<file path="config.mk">
export PLATFORM = sky130hd
export DESIGN_NAME = dmm_ctrl
export DESIGN_NICKNAME = d
export VERILOG_FILES = /design/src/sv/dmm_pkg.sv /design/src/sv/dmm_ctrl.sv
export SDC_FILE = /design/constraint.sdc
export NUM_CORES = 1
export LEC_CHECK = 0
export ABC_CLOCK_PERIOD_IN_PS = 3850
export BUFFER_PORTS_ARGS = -buffer_cell sky130_fd_sc_hd__buf_2
export CAP_MARGIN = 40
export CORE_MARGIN = 8
export CORE_UTILIZATION = 56
export CTS_CLUSTER_DIAMETER = 80
export CTS_CLUSTER_SIZE = 8
export DETAILED_ROUTE_END_ITERATION = 10
export PLACE_DENSITY_LB_ADDON = 0.25
export SKIP_CTS_REPAIR_TIMING = 1
export SYNTH_ARGS = -nofsm -noshare
export SYNTH_HDL_FRONTEND = slang
export SYNTH_SLANG_ARGS = --single-unit
</file>
<file path="constraint.sdc">
create_clock -name clk -period 3.85 [get_ports clk]
set_input_delay 0.1925 -clock clk [delete_from_list [all_inputs] [get_ports clk]]
set_output_delay 0.1925 -clock clk [all_outputs]
set_load 0.005 [all_outputs]
</file>
<file path="src/sv/dmm_pkg.sv">
// shared types, constants and sizes for the dense matrix multiply block
`default_nettype none
package dmm_pkg;

	// storage limits
	localparam int MAX_ROWS  = 64;
	localparam int MAX_INNER = 64;
	localparam int MAX_COLS  = 64;

	// field widths
	localparam int ROW_W  = 6;
	localparam int K_W    = $clog2(MAX_INNER);
	localparam int COL_W  = $clog2(MAX_COLS);
	localparam int DIM_W  = 7;
	localparam int ELEM_W = 16;
	localparam int PROD_W = 2 * ELEM_W;
	localparam int SUM_W  = 38;
	localparam int XADDR_W = ROW_W + K_W;

	// item kinds
	localparam logic [1:0] KIND_LOAD_X  = 2'd0;
	localparam logic [1:0] KIND_LOAD_Y  = 2'd1;
	localparam logic [1:0] KIND_COMPUTE = 2'd2;

	// configuration register indexes
	localparam logic [1:0] CFG_ROWS_N  = 2'd0;
	localparam logic [1:0] CFG_INNER_D = 2'd1;
	localparam logic [1:0] CFG_COLS_M  = 2'd2;
	localparam logic [1:0] CFG_Y_TRANS = 2'd3;

	// controller to datapath commands
	typedef struct packed {
		logic                     x_we;
		logic                     y_we;
		logic [ROW_W-1:0]         wr_row;
		logic [K_W-1:0]           wr_k;
		logic [COL_W-1:0]         wr_lane;
		logic signed [ELEM_W-1:0] wdata;
		logic                     rd_en;
		logic [ROW_W-1:0]         rd_row;
		logic [K_W-1:0]           rd_k;
		logic                     acc_clr;
		logic                     out_ld;
		logic [COL_W-1:0]         out_col;
		logic                     out_last;
		logic                     out_bad;
	} dmm_cmd_t;

	// datapath to controller status
	typedef struct packed {
		logic pipe_busy;
		logic out_free;
	} dmm_stat_t;

endpackage
`default_nettype wire

</file>
<file path="src/sv/dmm_ctrl.sv">
// controller: configuration registers, load decode and compute sequencing
`default_nettype none
module dmm_ctrl import dmm_pkg::*; (
	input  wire logic                     clk,
	input  wire logic                     arst_n,
	input  wire logic                     cfg_we,
	input  wire logic [1:0]               cfg_index,
	input  wire logic [DIM_W-1:0]         cfg_data,
	input  wire logic                     in_valid,
	output logic                          in_ready,
	input  wire logic [1:0]               kind,
	input  wire logic [ROW_W-1:0]         row_index,
	input  wire logic [COL_W-1:0]         col_index,
	input  wire logic signed [ELEM_W-1:0] element_value,
	input  wire dmm_stat_t                stat,
	output dmm_cmd_t                      cmd
);

	localparam logic [2:0] ST_IDLE  = 3'd0;
	localparam logic [2:0] ST_RUN   = 3'd1;
	localparam logic [2:0] ST_DRAIN = 3'd2;
	localparam logic [2:0] ST_EMIT  = 3'd3;
	localparam logic [2:0] ST_BAD   = 3'd4;

	logic [2:0]       state_q, state_d;
	logic [DIM_W-1:0] rows_n_q, inner_d_q, cols_m_q;
	logic             y_trans_q;
	logic [DIM_W-1:0] en, ed, em;
	logic [ROW_W-1:0] row_q, row_d;
	logic [K_W-1:0]   k_q, k_d;
	logic [COL_W-1:0] col_q, col_d;
	logic             in_acc;
	logic [DIM_W-1:0] row_w, col_w;
	logic             k_last, col_last;

	// configuration registers
	always_ff @(posedge clk or negedge arst_n) begin
		if (!arst_n) begin
			rows_n_q  <= DIM_W'(1);
			inner_d_q <= DIM_W'(1);
			cols_m_q  <= DIM_W'(1);
			y_trans_q <= 1'b0;
		end else if (cfg_we) begin
			unique case (cfg_index)
				CFG_ROWS_N:  rows_n_q  <= cfg_data;
				CFG_INNER_D: inner_d_q <= cfg_data;
				CFG_COLS_M:  cols_m_q  <= cfg_data;
				CFG_Y_TRANS: y_trans_q <= cfg_data[0];
			endcase
		end
	end

	// effective sizes, limited to the storage
	assign en = (rows_n_q  > DIM_W'(MAX_ROWS))  ? DIM_W'(MAX_ROWS)  : rows_n_q;
	assign ed = (inner_d_q > DIM_W'(MAX_INNER)) ? DIM_W'(MAX_INNER) : inner_d_q;
	assign em = (cols_m_q  > DIM_W'(MAX_COLS))  ? DIM_W'(MAX_COLS)  : cols_m_q;

	assign in_ready = (state_q == ST_IDLE);
	assign in_acc   = in_valid && in_ready;
	assign row_w    = DIM_W'(row_index);
	assign col_w    = DIM_W'(col_index);
	assign k_last   = (DIM_W'(k_q) + DIM_W'(1)) == ed;
	assign col_last = (DIM_W'(col_q) + DIM_W'(1)) == em;

	// next state and commands
	always_comb begin
		state_d      = state_q;
		row_d        = row_q;
		k_d          = k_q;
		col_d        = col_q;
		cmd          = '0;
		cmd.wdata    = element_value;
		cmd.wr_row   = row_index;
		cmd.rd_row   = row_q;
		cmd.rd_k     = k_q;
		cmd.out_col  = col_q;
		cmd.out_last = col_last;
		// Y element placement depends on the transpose setting at load time
		if (y_trans_q) begin
			cmd.wr_lane = row_index;
			cmd.wr_k    = K_W'(col_index);
		end else begin
			cmd.wr_lane = col_index;
			cmd.wr_k    = K_W'(row_index);
		end
		unique case (state_q)
			ST_IDLE: begin
				if (in_acc) begin
					priority if (kind == KIND_LOAD_X) begin
						// X is always row by inner index
						cmd.wr_k = K_W'(col_index);
						cmd.x_we = (row_w < en) && (col_w < ed);
					end else if (kind == KIND_LOAD_Y) begin
						if (y_trans_q)
							cmd.y_we = (row_w < em) && (col_w < ed);
						else
							cmd.y_we = (row_w < ed) && (col_w < em);
					end else if (kind == KIND_COMPUTE) begin
						row_d = row_index;
						k_d   = '0;
						col_d = '0;
						priority if (row_w >= en) begin
							state_d = ST_BAD;
						end else if (em != '0) begin
							cmd.acc_clr = 1'b1;
							state_d     = (ed == '0) ? ST_DRAIN : ST_RUN;
						end else begin
							state_d = ST_IDLE;
						end
					end else begin
						state_d = ST_IDLE;
					end
				end
			end
			ST_RUN: begin
				// one inner term per cycle into every lane
				cmd.rd_en = 1'b1;
				k_d       = k_q + K_W'(1);
				if (k_last)
					state_d = ST_DRAIN;
			end
			ST_DRAIN: begin
				if (!stat.pipe_busy)
					state_d = ST_EMIT;
			end
			ST_EMIT: begin
				if (stat.out_free) begin
					cmd.out_ld = 1'b1;
					col_d      = col_q + COL_W'(1);
					if (col_last)
						state_d = ST_IDLE;
				end
			end
			ST_BAD: begin
				cmd.out_col  = '0;
				cmd.out_last = 1'b1;
				cmd.out_bad  = 1'b1;
				if (stat.out_free) begin
					cmd.out_ld = 1'b1;
					state_d    = ST_IDLE;
				end
			end
			default: state_d = ST_IDLE;
		endcase
	end

	// state and counters
	always_ff @(posedge clk or negedge arst_n) begin
		if (!arst_n) begin
			state_q <= ST_IDLE;
			row_q   <= '0;
			k_q     <= '0;
			col_q   <= '0;
		end else begin
			state_q <= state_d;
			row_q   <= row_d;
			k_q     <= k_d;
			col_q   <= col_d;
		end
	end

endmodule
`default_nettype wire

</file>
---- Yosys cells after proc, flatten, opt, wreduce, memory -nomap -nowiden ----
Cells that the tools add are included.
word-level totals
  flip-flop bits (word level) ............. 43
  input bits .............................. 45
  output and inout port bits .............. 60
  word-level logic and storage cells ...... 107
operators by class
  $add $sub $neg .......................... 4
  $lt $le $gt $ge ......................... 9
  eq/ne operators ......................... 20
  mux-type cells .......................... 44
  bitwise logic cells ..................... 2
  reduce and logical (&&, ||, !) cells .... 20
operator list
  cell                                                   count
  two-way mux 6 bit                                      8
  < comparator 6 x 7 -> 1 bit                            5
  two-way mux 3 bit                                      10
  one-hot mux 6 bit (2 select lines)                     2
  greater-than comparator 7 bit (second input constant)  3
  two-way mux 7 bit                                      3
  one-hot mux 3 bit (5 select lines)                     1
  adder 6 x 1 -> 7 bit (second input constant)           2
  equality test 7 bit                                    2
  two-way mux 1 bit                                      14
  != test 2 bit (second input constant)                  7
  adder 6 x 1 -> 6 bit (second input constant)           2
  two-way mux 12 bit                                     1
  AND reduction 5 bit                                    2
  two-way mux 2 bit                                      4
  two-way mux 8 bit                                      1
  AND reduction 2 bit                                    4
  AND reduction 8 bit                                    1
  greater-or-equal comparator 6 x 7 -> 1 bit             1
  logical NOT 7 bit                                      1
  nonzero test 7 bit                                     1
  equality test 2 bit (second input constant)            3
  equality test 3 x 2 -> 1 bit (second input constant)   2
  AND reduction 6 bit                                    1
  10 further kinds                                       18

---- Longest topological paths before layout ----
  word-level depth ........................ 11
  depth in mapped cells ................... 11
  mapped depth without buffers ............ 9

---- Least setup slack after synthesis ----
No wires, ideal clock.
  kind .................................... register to output
  from .................................... reg inner_d_q[6]
  to ...................................... out cmd[57] in the netlist's numbering
  arrival time ............................ 2126 ps
  data required time ...................... 3658 ps
  setup slack ............................. 1532 ps
  stages on the path, launching flop included .. 12
  path buffers ............................ 2
  path through ............................ dfrtp_1 -> clkbuf_1 -> clkbuf_1 -> nand2b_1 -> ha_1 -> a21o_1 -> a21oi_1 -> o22ai_1 -> nor2_1 -> o21ai_0 -> a2bb2oi_1 -> nor4b_1
RTL lines
  item                      RTL line        source
  start: declaration        dmm_ctrl.sv:26  logic [DIM_W-1:0] rows_n_q, inner_d_q, cols_m_q;
  start signal: assignment  dmm_ctrl.sv:46  CFG_INNER_D: inner_d_q <= cfg_data;
  end: declaration          dmm_ctrl.sv:16  output dmm_cmd_t cmd

==> results.json <==
{
  "status": "complete, no violations",
  "synth_edf_count": 0,
  "layout.nets": 477,
  "cp-start-kind": "register",
  "worst_relative_slew_slack": 0.585,
  "h-tree-depth": 2,
  "timing_hold_violations_final": 0,
  "yosys.cell_count.top_type": "dfrtp_1",
  "postRouteAntennaNets": 0,
  "path_clk_slew_ns": 0.08,
  "critPathArrivalTime_ns": 2.62,
  "core_sq_mm": 0.00585,
  "fp.dieW_microns": 93.3,
  "synth_common_cells": "40 x dfrtp_1, 38 x mux2_2, 28 x ha_1",
  "grt_overflow_total": 0,
  "detailedRoute.firstPassIterationCount": 4,
  "synthesis.yosys.warnings": 0,
  "synth.top_cells.by_area": "dfrtp_1 30%, mux2_2 13%, ha_1 10%",
  "synthesis.nets": 424,
  "synth_fa_ha_area_frac": 0.105,
  "power_leakage_nw": 1.77,
  "drt_drc_violations_left": 0,
  "crit_path_end_kind": "primary output",
  "worstReg2RegEnd": "state_q[1]$_DFFE_PN0P_",
  "post_drt_wl_per_cell_microns": 16.9,
  "startpoint_of_the_worst_hold_path": "cfg_data[3]",
  "timing.critical_path.fanout_max": 18,
  "placedInstanceArea_sq_mm": 0.00363,
  "final.hold.worst_slack_ns": 0.162,
  "layout-drive-gt1-share": 0.323,
  "final-setup-viol-count": 0,
  "postSynthRegisterBits": 43,
  "cell_count_after_synthesis": 351,
  "synth-main-ff-cell": "dfrtp_1",
  "numPortBuffers": 72,
  "max_cap_violations": 0,
  "worst_r2r_path_depth": 8,
  "detailedPlace.worstSlack_ns": 1.37,
  "netlist_area_sq_mm": 0.00334,
  "synth_compound_area_frac": 0.137,
  "r2r-start": "col_q[0]$_DFFE_PN0P_",
  "async_set_or_reset_flop_fraction_in_the_synthesized_netlist": 1.00,
  "synthToLayoutAreaGrowth_pct": 12.6,
  "grt_setup_unrepaired": "no",
  "finClkSkew_ns": 0.00294,
  "die_height_microns": 93.3,
  "max_clock_freq_mhz": 355,
  "number_of_pins_exceeding_their_max_slew_limit_in_the_final_report": 0,
  "tritoncts": "done",
  "timing_worst_slew_pin_value_ns": 0.617,
  "grt_antenna_before_repair": 0,
  "clock_path_buffers": 2,
  "powerDensity_mw_per_mm2": 521,
  "post-dp-hpwl_mm": 6.54,
  "hold-path-endpoint": "rows_n_q[3]$_DFFE_PN0P_",
  "tritoncts.num_buffers": 5,
  "worstSkewPairLatency_ns": 0.29,
  "placementRows": 28,
  "vias_per_cell": 5.81,
  "all_layer_global_routing_usage": 0.189,
  "via_count": 2787,
  "worst_path_largest_cell_delay_ns": 0.56,
  "via_count_of_the_first_global_routing_pass": 2750,
  "worst_slack_ns": 1.04,
  "grt_first_pass_wirelength_mm": 13.4,
  "clockRootBuffer": "clkbuf_8",
  "synth.area.mux_share": 0.137,
  "num_ports": 105,
  "synth-simple-area-share": 0.185,
  "syn_area_cell_sq_um": 9.52,
  "rrSetupSlack_ns": 1.42,
  "fin_util": 0.643,
  "finalWeightedCongestion": 0.907,
  "synth_top_family_by_area": "simple AND/OR/NAND/NOR gates",
  "design.die.area_sq_mm": 0.00870,
  "final.period_utilization": 0.731,
  "area_fraction_of_the_dominant_cell_type_after_synthesis": 0.299,
  "route.final.wire_length_mm": 8.12,
  "ir_worst_vdd_mv": 0.332,
  "final.min_clock_period_ns": 2.81,
  "cp.required_ns": 3.66,
  "ys_types": 50,
  "antenna_diode_count": 0,
  "crit_chain": "nand2b_1 -> ha_1 -> a21o_1 -> a21oi_1 -> o22ai_1 -> nor2_1 -> o21ai_0 -> a2bb2oi_1 -> nor4b_1 -> buf_2",
  "hold_path.class": "in2reg",
  "timing.critical_path.slowest_stage_cell": "dfrtp_1",
  "grt_max_degree": 34,
  "critPathKind": "reg2out",
  "synth_sequential_area_ratio": 0.323,
  "synthDominantAreaCellType": "dfrtp_1",
  "first_iteration_detailed_routing_drc_count": 104,
  "nFillCells": 516,
  "timing.setup.tns_ns": 0,
  "initial_util": 0.571,
  "worst_hold_path.num_cells": 2,
  "synthXorXnorAreaFrac": 0.0445,
  "design_area_sq_mm": 0.00376,
  "numClockSinks": 43
}
layer usage:
| metal | track usage | share of wire | vias to the layer above |
|---|---|---|---|
| li1 | - | - | 1369 |
| met1 | 0.243 | 0.46 | 1333 |
| met2 | 0.309 | 0.47 | 79 |
| met3 | 0.0457 | 0.069 | 6 |
| met4 | 0.0497 | 0.0059 | 0 |
| met5 | 0 | 0 | - |
worst max-delay path, delay by kind of cell, from the launching register on:
family	cells	cell delay [ns]
AOI/OAI and AO/OA	5	0.69
adders and majority gates	1	0.30
buffers and inverters	1	0.16
DFF	1	0.56
and+or+nand+nor	3	0.63
cells by family (layout without fill, tap and decap cells):
| kind of cell | Yosys count | count (layout) |
|---|---|---|
| xor+xnor | 17 | 17 |
| mux | 41 | 41 |
| simple gates | 112 | 112 |
| compound gates | 71 | 71 |
| fa+ha+maj | 28 | 28 |
| buf+inv | 39 | 93 |
| flops | 43 | 43 |
stage by stage:
stage / power (mW) / std cells
global route: 2.11 / 480
CTS: 1.98 / 479
floorplan: 1.31 / 351
finish: 1.96 / 480
global placement: 1.56 / 469
detailed placement: 1.60 / 471
layout by cell type, fill, tap and decap left out, types with 3 or more instances in the layout:
cell and instances:
mux2i_1 3, o21a_1 4, xor2_1 6, nor4b_1 3, inv_1 9, and2_1 6
nor2_1 17, nor2b_1 5, buf_2 73, o31ai_1 3, nor3_1 5, nand3_1 14
a21oi_1 11, o21ai_0 24, mux2_2 38, nand2b_1 21, a21o_1 7, nor4_1 4
xnor2_1 11, dfstp_2 3, dfrtp_1 40, o22ai_1 6, nand4b_1 5, ha_1 28
nand2_1 20, clkbuf_8 6, and3_1 3
flip-flops by register name, summed over array words and instances, names as in the netlist:
signal / count
inner_d_q: 7
state_q: 3
cols_m_q: 7
y_trans_q: 1
col_q: 6
row_q: 6
rows_n_q: 7
k_q: 6
how the worst max path moves through the flow:
stage | startpoint | endpoint | slack (ns) | cells past startpoint
after detailed placement | inner_d_q[6]$_DFFE_PN0P_ | cmd[57] | 1.37 | 10
after floorplan | inner_d_q[6]$_DFFE_PN0P_ | cmd[57] | 1.53 | 11
after global placement | inner_d_q[6]$_DFFE_PN0P_ | cmd[57] | 1.44 | 10
final | inner_d_q[6]$_DFFE_PN0P_ | cmd[57] | 1.04 | 10
after global routing | inner_d_q[6]$_DFFE_PN0P_ | cmd[57] | 0.85 | 10
after CTS | inner_d_q[6]$_DFFE_PN0P_ | cmd[57] | 1.02 | 10
where the power goes:
part	switching (mW)	leakage (nW)	total (mW)	internal [mW]
combinational	0.431	1.18	0.852	0.421
sequential	0.158	0.530	0.736	0.578
clock	0.160	0.0618	0.373	0.213
total	0.749	1.77	1.96	1.21
cell type report:
cell class,count,area (sq um),area share
tap,75,93.8,0.0249
multi-input combinational,269,2030,0.540
clock inverter,2,38.8,0.0103
inverter,9,33.8,0.00897
timing repair buffer,76,403,0.107
sequential,43,1080,0.287
clock buffer,6,82.6,0.0219
Note: power is estimated with default switching activity, not from simulation.
